`src/rtl/pma_ram.sv`:
```
`timescale 1ns / 1ps
module pma_ram #(
  parameter int WIDTH = 8,
  parameter int DEPTH = 16,
  localparam int AW = (DEPTH > 1) ? $clog2(DEPTH) : 1
) (
  input  logic             clk,
  input  logic             wr_en,
  input  logic [AW-1:0]    wr_addr,
  input  logic [WIDTH-1:0] wr_data,
  input  logic             rd_en,
  input  logic [AW-1:0]    rd_addr,
  output logic [WIDTH-1:0] rd_data
);

  logic [WIDTH-1:0] mem [DEPTH];

  always_ff @(posedge clk) begin
    if (wr_en) begin
      mem[wr_addr] <= wr_data;
    end
    if (rd_en) begin
      rd_data <= mem[rd_addr];
    end
  end

endmodule

```
`config.mk`:
```
export PLATFORM = sky130hd
export DESIGN_NAME = pma_ram
export DESIGN_NICKNAME = d
export VERILOG_FILES = /design/src/rtl/pma_ram.sv
export SDC_FILE = /design/constraint.sdc
export NUM_CORES = 1
export LEC_CHECK = 0
export ABC_AREA = 1
export BUFFER_PORTS_ARGS = -buffer_cell sky130_fd_sc_hd__clkbuf_2
export CAP_MARGIN = 20
export CORE_MARGIN = 2
export CORE_UTILIZATION = 40
export CTS_CLUSTER_DIAMETER = 200
export DETAILED_ROUTE_END_ITERATION = 10
export PLACE_DENSITY_LB_ADDON = 0.2
export SLEW_MARGIN = 25
export SYNTH_ARGS = -nofsm -noshare
export SYNTH_HDL_FRONTEND = slang
export SYNTH_SLANG_ARGS = --single-unit
```
`constraint.sdc`:
```
create_clock -name clk -period 2.85 [get_ports clk]
set_clock_uncertainty 0.2 [all_clocks]
set_input_delay 0.1425 -clock clk [delete_from_list [all_inputs] [get_ports clk]]
set_output_delay 0.1425 -clock clk [all_outputs]
set_load 0.01 [all_outputs]
```
==> results of run 1 <==
state kept, by name, summed over array words and instances, names as in the netlist:
register and count:
rd_data 8, mem 128
cells by family (layout without fill, tap and decap cells):
| group | Yosys count | after routing | synth area share, % |
|---|---|---|---|
| DFF | 136 | 136 | 69.8 |
| buffers and inverters | 126 | 166 | 9.39 |
| and+or+nand+nor | 289 | 289 | 20.8 |
stage by stage:
step | std cells | total power [uW] | area [um^2] | utilization (%)
finish | 775 | 4620 | 6660 | 46.2
global route | 775 | 4760 | 6660 | 46.2
CTS | 775 | 4650 | 6660 | 46.2
detailed placement | 742 | 2580 | 6090 | 42.2
global placement | 742 | 2580 | 6090 | 42.2
floorplan | 551 | 2470 | 5850 | -
cell type report:
type	instances	share of cell area, %
Clock buffer	18	6.44
Clock inverter	14	1.99
Inverter	102	5.75
Multi-Input combinational cell	289	18.2
Sequential cell	136	61.3
Tap cell	184	3.46
Timing Repair Buffer	32	2.85
power groups by stage:
stage               Sequential, uW  Combinational (uW)  Clock, uW
finish                        2270                 267       2080
global route                  2270                 299       2190
CTS                           2270                 272       2110
detailed placement            2310                 270          0
global placement              2310                 266          0
floorplan                     2310                 158          0
worst max path at each step:
stage                           from    endpoint  slack, ps
after floorplan           wr_addr[2]  mem[10][0]       1560
after global placement    rd_addr[2]  rd_data[0]        970
after detailed placement  rd_addr[0]  rd_data[0]        920
after CTS                 rd_addr[0]  rd_data[0]       1380
after global routing      rd_addr[0]  rd_data[7]       1260
final                     rd_addr[0]  rd_data[0]       1350
worst max-delay path: cells and delay by family:
family | cells | cell delay (ps)
and+or+nand+nor | 5 | 620
buffers and inverters | 2 | 670
synthesized netlist by cell type (all sizes together):
cell and n:
buf 24, nor2 17, nand3 97, inv 102, nand3b 2, nand2 173
edfxtp 136
metal layers:
layer,GRT usage [%],up-vias
li1,-,1834
met1,24.5,1794
met2,28.5,96
met3,3.39,17
met4,8.10,0
met5,0,-
repair_timing:
action | 4_1_cts | 5_1_grt
hold buffers | 1 | 0
setup buffers | 0 | 0
endpoints found under the setup margin | 0 | 0
hold endpoints to repair | 8 | 0
==> results.cfg, run 1 <==
[outcome]
status = completed

[clock_network]
cts.sinks = 136
clockRootBuffer = clkbuf_16
cts_tree = yes
cts_inserted_buffers = 17
cts_max_level = 4
insertion_delay_ps = 420
clockBufferDepth = 2
cts_resized = 0
clk_pin_slew_ps = 60

[grt]
grt.overflow.total = 0
grt_pass1_wl_mm = 20.9
grt_max_degree = 65
antenna_found_initial = 0
grt_pass1_vias = 3580
grt.total_usage_pct = 18.0

[cells_and_area]
fillers = 1352
final_cell_mix = 173 x nand2_1, 136 x edfxtp_1, 100 x inv_1
area_growth_pct = 14.0
insertedDiodeCount = 0
fin_nets = 597
drive_above_1_share_pct = 10.3
multi_input_area_mm2 = 0.00121
mostFrequentLayoutCell = nand2_1
regArea_mm2 = 0.00408

[timing]
max_slew.worst_pin.slew_ps = 837
setup_tns_ps = 0
slew_headroom_pct = 44.0
period_share_pct = 52.7
final_max_slew_viol_count = 0
timing.final.ws_setup_ps = 1350
period_minus_slack_ps = 1500
whs_ps = 23.6
fmax_mhz = 666
setup_viol = 0
rsz0062_at_grt = false
hold_violations = 0

[logic_synthesis]
ys_seq_elements = 136
synth_nets = 570
syn_area_per_cell_um2 = 10.6
ys_seq_area_share_pct = 69.8
syn-cell-area_mm2 = 0.00585
ys_warn_count = 0
yosysUniqueCellTypes = 11
synth_area_leaders = edfxtp_1 70%, nand2_1 11%, nand3_1 8.3%
synth_top_cell_area_share_pct = 69.8
syn_inst = 551
synth_area_leader_cell = edfxtp_1

[routing]
via_per_inst = 4.83
drc = 0
drt_iter0_drc = 311
drtAntennaViolNets = 0
met2WireLength_mm = 6.38
drt-met1-wl_mm = 5.94
route.met3.wl_um = 712
top_layer_used = met4
dr.pass1.iters = 5
wl_per_cell_um = 17.1
num_vias = 3741
wirelength_mm = 13.3

[placed_design]
dp_hpwl_mm = 8.16
dp_slack_ps = 922
gp_congestion = 0.779
io_buffer_count = 26

[pwr]
internal_power_uw = 3600
vdd_drop_max_mv = 0.439
clockPowerShare_pct = 45.1
leakagePower_uw = 0.00284
p_comb_share_pct = 5.8
power_density_mw_per_mm2 = 693
power_frac_seq_pct = 49.1
switching_share_pct = 22.0
p_switching_uw = 1020

[setup_path]
crit_arrival_ps = 1470
r2r-end = rd_data[0]
critical_path.cell_chain = clkbuf_2 > buf_4 > nand2_1 > nand3_1 > nand3_1 > nand3_1 > nand2_1
endpoint_kind = register
r2r_slack_ps = 1430
slowest_delay_ps = 570
crit_path_frequent_cell = nand3_1
start_kind = primary input
r2r-start = mem[9][0]
r2r_cells = 6
crit_type = primary input to register
crit_required_ps = 2820
cpMaxStageDelayCell = buf_4
path_max_fanout = 64

[die]
chipHeight_um = 125
rows = 44
start_util_pct = 40.5
die_x_um = 125
ios = 27
dieArea_mm2 = 0.0156
coreArea_mm2 = 0.0144

[min_path]
hold_class = primary input to register
hp-start = wr_data[5]
hold_depth = 1
min_to = mem[4][5]

[job]
max_cap_violations = 0
(Power assumes the default switching activity.)
==> run 2: changes to the inputs <==
--- a/config.mk
+++ b/config.mk
@@ -5,7 +5,7 @@
 export SDC_FILE = /design/constraint.sdc
 export NUM_CORES = 1
 export LEC_CHECK = 0
-export ABC_AREA = 1
+export ABC_AREA = 0
 export BUFFER_PORTS_ARGS = -buffer_cell sky130_fd_sc_hd__clkbuf_2
 export CAP_MARGIN = 20
 export CORE_MARGIN = 2
==> constraint.sdc (replaced) <==
create_clock -name clk -period 1.3 [get_ports clk]
set_clock_uncertainty 0.2 [all_clocks]
set_input_delay 0.065 -clock clk [delete_from_list [all_inputs] [get_ports clk]]
set_output_delay 0.065 -clock clk [all_outputs]
set_load 0.01 [all_outputs]
==> run 2 against run 1 <==
Against the previous run: the run now ends with negative setup slack left; count of clock-buffer cells in the layout is 1 lower; worst hold slack better by 43 ps; non-clock buffer count is 40 higher; power is 120% higher; global-route usage is 2.2 points lower; largest power group unchanged.
==> results.cfg, run 2 <==
[logic_synthesis]
syn_inst = 229
synth_top_cell_area_share_pct = 78.1
synth_top_family_by_area = multiplexers
yosysUniqueCellTypes = 18
synth_area_leaders = edfxtp_1 78%, mux4_2 7.8%, mux4_1 7.0%
synth_fa_ha_area_share_pct = 0
synth-edff-count = 136
synth_xor_area_share_pct = 0
synth_nets = 248
syn-cell-area_mm2 = 0.00523
ys_warn_count = 0
synth-main-ff-cell = edfxtp_1
synth_area_leader_cell = edfxtp_1
synth.most_common_cell = edfxtp_1
syn_area_per_cell_um2 = 22.8
async_flop_share_pct = 0
synth.area.mux_share_pct = 14.8
ys_seq_area_share_pct = 78.1
yosys.area_share.simple_pct = 3.14
ys_top_cells_by_count = 136 x edfxtp_1, 18 x mux4_2, 16 x a22oi_1, 14 x mux4_1, 13 x nor2_1
ys_seq_elements = 136
synth-compound-area-share_pct = 2.30

[clock_network]
insertion_delay_ps = 410
clk_pin_slew_ps = 60
clockRootBuffer = clkbuf_16
cts_inserted_buffers = 17
cts_max_level = 4
cts.sinks = 136
cts_tree = yes
clockBufferDepth = 2

[timing]
setup_viol = 8
timing.final.ws_setup_ps = -285
fmax_mhz = 631
final_max_slew_viol_count = 0
hold_violations = 0
slew_headroom_pct = 38.4
rsz0062_at_grt = true
period_share_pct = 122
period_minus_slack_ps = 1580
max_slew.worst_pin.slew_ps = 923

[setup_path]
endpoint_kind = register
path_max_fanout = 1
crit_type = register to register
start_kind = register
crit_required_ps = 1260
crit_arrival_ps = 1540

[cells_and_area]
final_cell_mix = 136 x edfxtp_1, 32 x mux4_2, 26 x clkbuf_2, 26 x buf_4, 17 x clkbuf_16
fillers = 1019
insertedDiodeCount = 0
mostFrequentLayoutCell = edfxtp_1
fin_nets = 329
drive_above_1_share_pct = 44.6
largest_reg_flops = 128
max_flop_register = mem
reg.largest.list = mem: 128 flops, rd_data: 8 flops
area_growth_pct = 26.8

[job]
max_cap_violations = 0

[placed_design]
dp_hpwl_mm = 6.69
io_buffer_count = 26
gp_congestion = 0.708
dp_slack_ps = -551

[grt]
grt_max_degree = 17
grt_pass1_vias = 2590
grt.total_usage_pct = 15.9
antenna_found_initial = 0
grt_pass1_wl_mm = 15.7
grt.overflow.total = 0

[routing]
dr.pass1.iters = 4
num_vias = 2463
via_per_inst = 4.98
drtAntennaViolNets = 0
wl_per_cell_um = 20.5
wirelength_mm = 10.2
drc = 0
drt_iter0_drc = 154

[die]
die_x_um = 118
rows = 41
dieArea_mm2 = 0.0140
ios = 27
chipHeight_um = 118
start_util_pct = 41.3
coreArea_mm2 = 0.0127

[pwr]
power_density_mw_per_mm2 = 1560
total_power_uw = 10400
leakagePower_uw = 0.00222
vdd_drop_max_mv = 0.845

[outcome]
status = finished, violations left
violations = negative setup slack

[min_path]
hold_class = primary input to register
run 2: cell types whose count changed after synthesis, moves of 10 or more:
cell	before	now
nand2_1	173	9
inv_1	100	0
nand3_1	97	1
mux4_2	0	18
a22oi_1	0	16
mux4_1	0	14
buf_2	13	3
run 2: cell type report:
cell class | instances | area (um^2) | share of cell area (%)
Multi-Input combinational cell | 83 | 1090 | 16.5
Clock buffer | 17 | 425 | 6.42
Timing Repair Buffer | 72 | 636 | 9.59
Sequential cell | 136 | 4080 | 61.6
Clock inverter | 15 | 178 | 2.68
Tap cell | 172 | 215 | 3.25
run 2: worst paths after layout:
| kind | slack (ps) | start | cells past startpoint | end |
|---|---|---|---|---|
| worst max-delay path | -280 | mem[3][6] | 3 | rd_data[6] |
| worst min-delay path | 70 | wr_addr[1] | 4 | mem[0][4] |
| worst max register to register | -280 | mem[3][6] | 3 | rd_data[6] |
| worst min register to register | 550 | mem[14][2] | 3 | rd_data[2] |
run 2: kinds of logic (layout without fill, tap and decap cells):
kind of cell	count (synthesis)	count (layout)
AOI/OAI and AO/OA	16	16
DFF	136	136
and+or+nand+nor	35	35
muxes	32	32
buffers and inverters	10	104
run 2: power by group:
group | switching [uW] | internal, uW | total, uW
Sequential | 29.2 | 4940 | 4970
Combinational | 293 | 285 | 577
Clock | 1790 | 3020 | 4800
Total | 2110 | 8240 | 10400
run 2: worst max-delay path, stage by stage (launching register included):
cell and delay (ps):
edfxtp_1 360, mux4_2 480, a22oi_2 220, nand2_1 80
run 2: repair_timing:
item	CTS	global route
pin swaps	0	2
setup buffers	0	0
endpoints found under the setup margin	8	8
gates resized for setup	8	2
hold endpoints to repair	136	0
hold buffers	9	0
run 2: layer usage:
metal,part of all wire (%),up-vias,global-route usage [%]
met5,0,-,0
met4,1.4,0,6.78
li1,-,1131,-
met2,50,50,25.2
met3,3.0,11,4.05
met1,46,1271,20.9
run 2: stage by stage:
step | cells | utilization [%] | hold slack, ps | cell area [um^2] | setup TNS [ps]
floorplan | 229 | - | -36.1 | 5250 | -1880
global placement | 454 | 46.5 | 292 | 5890 | -11460
detailed placement | 454 | 46.5 | 284 | 5890 | -12460
CTS | 495 | 52.2 | 49.6 | 6620 | -2280
global route | 495 | 52.3 | 55.6 | 6630 | -2620
finish | 495 | 52.3 | 66.5 | 6630 | -2090
