$ cat src/rtl/pma_pkg.sv
`timescale 1ns / 1ps
package pma_pkg;

  localparam logic [1:0] OP_ACC   = 2'd0;
  localparam logic [1:0] OP_READ  = 2'd1;
  localparam logic [1:0] OP_CLEAR = 2'd2;

  localparam int AXES = 3;

  typedef struct packed {
    logic [63:0] weight;
    logic [31:0] count;
    logic [63:0] density;
    logic [63:0] vx;
    logic [63:0] vy;
    logic [63:0] vz;
    logic [63:0] vx_sq;
    logic [63:0] vy_sq;
    logic [63:0] vz_sq;
    logic [63:0] speed;
  } sums_t;

  typedef struct packed {
    logic        start;
    logic [48:0] radicand;
  } sqrt_req_t;

  typedef struct packed {
    logic        done;
    logic [24:0] root;
  } sqrt_rsp_t;

  function automatic logic [63:0] add_usat(input logic [63:0] a, input logic [63:0] b);
    logic [64:0] s;
    s = {1'b0, a} + {1'b0, b};
    return s[64] ? {64{1'b1}} : s[63:0];
  endfunction

  function automatic logic [63:0] add_ssat(input logic [63:0] a, input logic [63:0] b);
    logic [63:0] r;
    r = a + b;
    if (a[63] == b[63] && r[63] != a[63]) begin
      return a[63] ? {1'b1, 63'd0} : {1'b0, {63{1'b1}}};
    end
    return r;
  endfunction

  // saturating combine of split partial products: hi * 2^32 + lo
  function automatic logic [63:0] combine_sat(input logic [47:0] hi, input logic [63:0] lo);
    logic [64:0] s;
    s = {1'b0, hi[31:0], 32'd0} + {1'b0, lo};
    if (hi[47:32] != 16'd0 || s[64]) begin
      return {64{1'b1}};
    end
    return s[63:0];
  endfunction

endpackage

$ cat src/rtl/pma_isqrt.sv
`timescale 1ns / 1ps
module pma_isqrt (
  input  logic                clk,
  input  logic                rst,
  input  pma_pkg::sqrt_req_t  req,
  output pma_pkg::sqrt_rsp_t  rsp
);
  import pma_pkg::*;

  logic [49:0] xs;
  logic [26:0] rem;
  logic [24:0] root;
  logic [4:0]  cnt;
  logic        busy;
  logic        done;

  logic [28:0] rem_sh;
  logic [28:0] trial;
  logic        take;

  // one result bit per cycle, two radicand bits consumed
  always_comb begin
    rem_sh = {rem, xs[49:48]};
    trial  = {2'b00, root, 2'b01};
    take   = rem_sh >= trial;
  end

  always_ff @(posedge clk) begin
    if (rst) begin
      busy <= 1'b0;
      done <= 1'b0;
      cnt  <= 5'd0;
    end else begin
      done <= 1'b0;
      if (req.start) begin
        busy <= 1'b1;
        cnt  <= 5'd25;
        xs   <= {1'b0, req.radicand};
        rem  <= 27'd0;
        root <= 25'd0;
      end else if (busy) begin
        xs  <= {xs[47:0], 2'b00};
        cnt <= cnt - 5'd1;
        if (take) begin
          rem  <= 27'(rem_sh - trial);
          root <= {root[23:0], 1'b1};
        end else begin
          rem  <= rem_sh[26:0];
          root <= {root[23:0], 1'b0};
        end
        if (cnt == 5'd1) begin
          busy <= 1'b0;
          done <= 1'b1;
        end
      end
    end
  end

  assign rsp = '{done: done, root: root};

endmodule
$ cat config.mk
export PLATFORM = sky130hd
export DESIGN_NAME = pma_isqrt
export DESIGN_NICKNAME = d
export VERILOG_FILES = /design/src/rtl/pma_pkg.sv /design/src/rtl/pma_isqrt.sv
export SDC_FILE = /design/constraint.sdc
export NUM_CORES = 1
export LEC_CHECK = 0
export ABC_AREA = 1
export BUFFER_PORTS_ARGS = -buffer_cell sky130_fd_sc_hd__buf_4
export CORE_ASPECT_RATIO = 1.4
export CORE_MARGIN = 4
export CORE_UTILIZATION = 30
export DETAILED_ROUTE_END_ITERATION = 6
export SLEW_MARGIN = 30
export SYNTH_ARGS = -nofsm -noshare
export SYNTH_HDL_FRONTEND = slang
export SYNTH_SLANG_ARGS = --single-unit
$ cat constraint.sdc
create_clock -name clk -period 13.2 [get_ports clk]
set_clock_uncertainty 0.15 [all_clocks]
set_input_delay 1.98 -clock clk [delete_from_list [all_inputs] [get_ports clk]]
set_output_delay 1.98 -clock clk [all_outputs]
set_load 0.005 [all_outputs]
==> results_dict.tcl, run 1 <==
set metrics [dict create \
    outcome "complete, no violations" \
    die_height_um 187 \
    placed_cells 1290 \
    setup_tns_ns 0 \
    p_leak_nw 4.07 \
    layout_commonest_cell "nand2_1" \
    max_freq_mhz 233 \
    grt_pass1_wl_um 26000 \
    grt_pass1_vias 5493 \
    wirelength_um 15600 \
    p_sw_share_pct 30.6 \
    start_kind "input pin" \
    reg2reg_from "rem[19]" \
    powerDensity_nw_per_um2 118 \
    clk_latency_ns 0.36 \
    setup_viol 0 \
    rsz0062_at_grt "false" \
    via_count 5650 \
    slew_violations 0 \
    vias_per_cell 4.33 \
    period_share_pct 32.5 \
    drv_cap 0 \
    grt_overflow_total 0 \
    r2r_slack_ns 10.42 \
    seqPwrFrac_pct 45.1 \
    cts.path.max_buffers 2 \
    ys_ff_latch 109 \
    synth_area_um2 6840 \
    vdd_drop_max_mv 0.0715 \
    cts_hold_buffers 0 \
    drc 0 \
    min_period_ns 4.29 \
    crit_buf_inv 4 \
    min_path_type "reg -> reg" \
    combPwrFrac_pct 25.1 \
    yosysWarningCount 0 \
    relSlewSlack_pct 45.5 \
    slowest_stage "buf_4" \
    ant_nets 0 \
    cts_setup_buffers 0 \
    synthToLayoutAreaGrowth_pct 17.1 \
    reg2reg_depth 10 \
    die_width_um 136 \
    grtUsageTotal_pct 12.7 \
    crit_arrival_ns 4.13 \
    holdPathStages 2 \
    criticalPathCategory "in -> reg" \
    seq_area_frac_synth_pct 46.8 \
    drt_pre_antenna_iters 4 \
    crit_path_max_fanout 76 \
    r2r_end "rem[21]" \
    gp_congestion 0.917 \
    crit_path_frequent_cell "buf_4" \
    clkTransAtPathRegs_ns 0.07 \
    cp-startpoint "req[49]" \
    drive_gt1_share_pct 11.6 \
    slowest_delay_ns 0.75 \
    cts_max_level 3 \
    clock_power_share_pct 29.8 \
    crit_chain "buf_4 -> inv_2 -> a21oi_4 -> buf_4 -> buf_4" \
    cts_buffers 9 \
    synth_cell_types 32 \
    clock_sinks 109 \
    antenna_cells 0 \
    cp.required_ns 13.04 \
    wl_per_cell_um 12.0 \
    post_cts_resized 0 \
    dr.first_iter.drc_count 237 \
    hold_path_startpoint "cnt[3]" \
    row_count 65 \
    dpl.hpwl_um 11900 \
    min_to "cnt[3]" \
    start_util_pct 30.4 \
    cts_tree "built" \
    cp-end-kind "flip-flop" \
    cts_root_buf "clkbuf_16" \
    worst_pin_slew_ns 0.817 \
    ioPinCount 78 \
    p_int_w 0.000653 \
    fin_cells 1306 \
    antenna_found_initial 0 \
    mostFrequentLayoutCells "nand2_1 (407), inv_1 (142), nor2_1 (116), edfxtp_1 (102), buf_4 (80)" \
    die_area_um2 25300 \
    netlist_instances 931 \
    grt_max_degree 80 \
    final_nets 1081 \
    hold_violations 0 \
    p_switching_w 0.000288 \
    core_um2 22500 \
    avgSynthCellArea_um2 7.34 \
    critPathTopFamily "buffers and inverters" \
    place.port_buffers 77 \
    synth_fp_nets 1012 \
]
## worst max path at each step
| stage | to | slack [ns] | cells after the start |
|---|---|---|---|
| 3_3_place_gp | root[24] | 8.48 | 5 |
| 6_report | xs[35] | 8.91 | 5 |
| 4_1_cts | rem[4] | 8.84 | 5 |
| 5_1_grt | rem[22] | 8.70 | 5 |
| 2_1_floorplan | busy | 5.33 | 4 |
| 3_5_place_dp | xs[29] | 8.45 | 5 |
## area by class of cell
type | count | area [um2]
clock buffers | 12 | 246
clock inverters | 4 | 55.1
fillers | 2480 | 14500
inverters | 150 | 563
multi-input cells | 650 | 2970
flip-flops and latches | 109 | 3200
well taps | 301 | 377
repair buffers | 80 | 601
## worst min-delay path, stage by stage (launching register included)
cell	delay (ns)
dfxtp_1	0.31
o41ai_1	0.06
a31oi_1	0.06
## registers in the layout, indices dropped and copies added (netlist names)
register / flops
xs: 50
rem: 27
root: 25
cnt: 5
busy: 1
done: 1
## stage by stage
| step | util, % | total power, W | hold slack (ns) | setup WS [ns] | area, um2 |
|---|---|---|---|---|---|
| after floorplan | - | 0.000607 | 0.291 | 5.33 | 6840 |
| after global placement | 34.2 | 0.000670 | 0.306 | 8.48 | 7710 |
| after detailed placement | 34.2 | 0.000673 | 0.319 | 8.45 | 7710 |
| after CTS | 35.6 | 0.000957 | 0.330 | 8.84 | 8010 |
| after global routing | 35.6 | 0.00100 | 0.369 | 8.70 | 8010 |
| final | 35.6 | 0.000941 | 0.325 | 8.91 | 8010 |
## power groups by stage
stage                     clock, W  sequential, W  combinational, W
after floorplan                  0       0.000433          0.000174
after global placement           0       0.000432          0.000238
after detailed placement         0       0.000432          0.000240
after CTS                 0.000291       0.000425          0.000241
after global routing      0.000301       0.000428          0.000275
final                     0.000280       0.000425          0.000237
## cell usage after synthesis, drive strengths merged
master / instances / area, um2
nand2: 414 / 1570
clkbuf: 9 / 33.8
xnor2: 9 / 78.8
a211oi: 1 / 7.51
nor2: 120 / 465
nor3b: 1 / 7.51
a31oi: 3 / 18.8
nand3: 26 / 143
ha: 29 / 363
inv: 149 / 559
o21ai: 4 / 23.8
o41ai: 1 / 8.76
xor2: 5 / 43.8
nand4: 10 / 62.6
dfxtp: 7 / 140
and2: 2 / 12.5
edfxtp: 102 / 3060
clkinv: 1 / 3.75
a21oi: 15 / 82.6
nand3b: 6 / 45.0
nor3: 4 / 20.0
buf: 13 / 83.8
## kinds of logic after synthesis
| logic type | after synthesis | share of synthesized area [%] |
|---|---|---|
| AOI/OAI and AO/OA | 24 | 2.07 |
| xor gates and xnor gates | 14 | 1.79 |
| adders and majority gates | 29 | 5.31 |
| buffers and inverters | 172 | 9.95 |
| DFF | 109 | 46.8 |
| and+or+nand+nor | 583 | 34.0 |
## per-layer routing
| layer | vias up | global-route usage, % | part of all wire, % |
|---|---|---|---|
| met5 | - | 0 | 0 |
| li1 | 2998 | - | - |
| met1 | 2522 | 15.1 | 43 |
| met3 | 27 | 2.27 | 3.7 |
| met4 | 0 | 4.42 | 2.3 |
| met2 | 103 | 22.9 | 51 |
Power figures use the tool's default switching activity.
==> inputs of run 2 (changes only) <==
--- a/config.mk
+++ b/config.mk
@@ -5,7 +5,7 @@
 export SDC_FILE = /design/constraint.sdc
 export NUM_CORES = 1
 export LEC_CHECK = 0
-export ABC_AREA = 1
+export ABC_AREA = 0
 export BUFFER_PORTS_ARGS = -buffer_cell sky130_fd_sc_hd__buf_4
 export CORE_ASPECT_RATIO = 1.4
 export CORE_MARGIN = 4
==> constraint.sdc (replaced) <==
create_clock -name clk -period 4.4 [get_ports clk]
set_clock_uncertainty 0.15 [all_clocks]
set_input_delay 0.66 -clock clk [delete_from_list [all_inputs] [get_ports clk]]
set_output_delay 0.66 -clock clk [all_outputs]
set_load 0.005 [all_outputs]
==> run 2 against run 1 <==
Clock-buffer cell count fell by 3. Utilization rose by 0.58 points. Non-clock buffer count rose by 3.
==> results_dict.tcl, run 2 <==
set metrics [dict create \
    rsz0062_at_grt "false" \
    setup_tns_ns 0 \
    dpl.hpwl_um 10400 \
    worst_pin_slew_ns 0.850 \
    synth_top_family_by_area "compound AO/OA/AOI/OAI gates" \
    clock_sinks 109 \
    synth_top_area_share_pct 48.4 \
    cts.path.max_buffers 2 \
    relSlewSlack_pct 43.3 \
    criticalPathCategory "reg -> reg" \
    max_freq_mhz 282 \
    cts_setup_buffers 0 \
    cp-end-kind "flip-flop" \
    synthTopCellsByCount "edfxtp_1 (102), mux2_2 (47), a21oi_1 (45), nor2_1 (43), inv_1 (37)" \
    die_area_um2 23500 \
    min_period_ns 3.55 \
    seq_area_frac_synth_pct 50.7 \
    place.port_buffers 77 \
    ys_ff_latch 109 \
    synth_cell_types 67 \
    slowest_stage "a21oi_1" \
    synthTopCellsByArea "edfxtp_1 (48%), mux2_2 (8.4%), ha_1 (5.7%)" \
    crit_path_max_fanout 15 \
    ant_nets 0 \
    synth_fp_nets 649 \
    crit_chain "inv_1 -> ha_1 -> and4_1 -> nor2b_1 -> and3_1 -> a21o_1 -> a21oi_1 -> buf_4 -> nand2_2 -> a211oi_1" \
    cts_root_buf "clkbuf_16" \
    grt_pass1_vias 4709 \
    antenna_cells 0 \
    hold_violations 0 \
    die_height_um 180 \
    vdd_drop_max_mv 0.194 \
    synth_mux_area_share_pct 8.53 \
    final_nets 709 \
    layout_commonest_cell "edfxtp_1" \
    wl_per_cell_um 16.6 \
    largest-register "xs" \
    min_path_type "reg -> reg" \
    slew_violations 0 \
    vias_per_cell 5.13 \
    powerDensity_nw_per_um2 389 \
    clkTransAtPathRegs_ns 0.08 \
    reg_top3 "xs: 50 flops, rem: 27 flops, root: 25 flops" \
    cts_hold_buffers 0 \
    synth_edf_count 102 \
    largest_reg_flops 50 \
    antenna_found_initial 0 \
    synth-simple-area-share_pct 12.2 \
    yosysWarningCount 0 \
    synth-xor-area-share_pct 3.05 \
    drc 0 \
    slowest_delay_ns 0.66 \
    timing.final.ws_setup_ns 0.854 \
    wirelength_um 14800 \
    ioPinCount 78 \
    gp_congestion 0.852 \
    drt_pre_antenna_iters 5 \
    yosysMostFrequentCell "edfxtp_1" \
    drv_cap 0 \
    synth_area_um2 6320 \
    row_count 62 \
    cts_tree "built" \
    core_um2 20600 \
    start_util_pct 30.6 \
    grtUsageTotal_pct 12.8 \
    p_leak_nw 2.89 \
    mostFrequentLayoutCells "edfxtp_1 (102), buf_4 (82), mux2_2 (47), a21oi_1 (45), nor2_1 (42)" \
    grt_overflow_total 0 \
    via_count 4564 \
    cp.required_ns 4.44 \
    synth-async-reset-ratio_pct 0 \
    yosys_most_used_dff "edfxtp_1" \
    outcome "complete, no violations" \
    post_cts_resized 0 \
    final_util_pct 36.1 \
    setup_viol 0 \
    synth-compound-area-share_pct 15.1 \
    grt_max_degree 63 \
    synthAdderAreaFrac_pct 5.74 \
    yosysTopAreaCell "edfxtp_1" \
    cts_max_level 3 \
    grt_pass1_wl_um 23900 \
    synthToLayoutAreaGrowth_pct 17.9 \
    period_share_pct 80.6 \
    fillers 2073 \
    dp_slack_ns 0.925 \
    drive_gt1_share_pct 26.4 \
    crit_arrival_ns 3.59 \
    clk_latency_ns 0.36 \
    avgSynthCellArea_um2 11.1 \
    netlist_instances 568 \
    dr.first_iter.drc_count 189 \
    cts_buffers 9 \
    start_kind "flip-flop" \
    die_width_um 131 \
]
[run 2: cell types whose count changed in the layout (fill, tap and decap cells not counted), moves of 8 or more]
cell / before / now
nand2_1: 407 / 23
inv_1: 142 / 37
nor2_1: 116 / 42
mux2_2: 0 / 47
a21oi_1: 12 / 45
o21ai_1: 0 / 21
a21o_1: 0 / 17
a211oi_1: 1 / 10
nand4_1: 10 / 1
o21ai_0: 3 / 11
[run 2: metal layers]
metal,share of wire (%),vias to the layer above,wire (um),GRT usage [%]
met2,48,142,7100,20.6
li1,-,2231,-,-
met1,42,2163,6150,15.6
met3,8.1,28,1190,4.51
met4,2.4,0,352,4.98
met5,0,-,0,0
[run 2: critical path: cells and delay by family, from the launching register on]
kind,cells,cell delay [ns]
AOI/OAI and AO/OA,3,1.12
adders and majority gates,1,0.42
buffers and inverters,2,0.43
DFF,1,0.36
and+or+nand+nor,4,0.88
[run 2: cell type report]
class	instances	area, um2	area share, %
inverters	37	139	1.86
well taps	256	320	4.30
multi-input cells	388	2830	38.0
clock inverters	7	100	1.34
clock buffers	9	225	3.02
repair buffers	83	636	8.52
flip-flops and latches	109	3200	43.0
[run 2: logic make-up (layout without fill, tap and decap cells)]
family / Yosys count / after routing
buf+inv: 71 / 136
mux: 48 / 48
xor+xnor: 22 / 22
fa+ha+maj: 29 / 29
simple gates: 148 / 148
flops: 109 / 109
compound gates: 141 / 141
[run 2: metrics by stage]
step / hold WS, ns / total power, W / instance area [um2] / cells
4_1_cts: 0.341 / 0.00293 / 7460 / 889
6_report: 0.339 / 0.00290 / 7460 / 889
3_5_place_dp: 0.339 / 0.00202 / 7130 / 873
5_1_grt: 0.362 / 0.00306 / 7460 / 889
2_1_floorplan: 0.313 / 0.00182 / 6330 / 568
3_3_place_gp: 0.338 / 0.00201 / 7120 / 873
[run 2: report_power, final]
part | leakage, nW | internal, W | switching [W]
combinational | 1.69 | 0.000312 | 0.000408
sequential | 1.04 | 0.00124 | 0.0000380
clock | 0.158 | 0.000463 | 0.000439
total | 2.89 | 0.00202 | 0.000885
[run 2: worst paths after layout]
kind / cells after the start / startpoint / end / slack (ns)
max: 10 / root[18] / rem[13] / 0.85
min: 1 / cnt[3] / done / 0.34
max reg2reg: 10 / root[18] / rem[13] / 0.85
min reg2reg: 1 / cnt[3] / done / 0.34
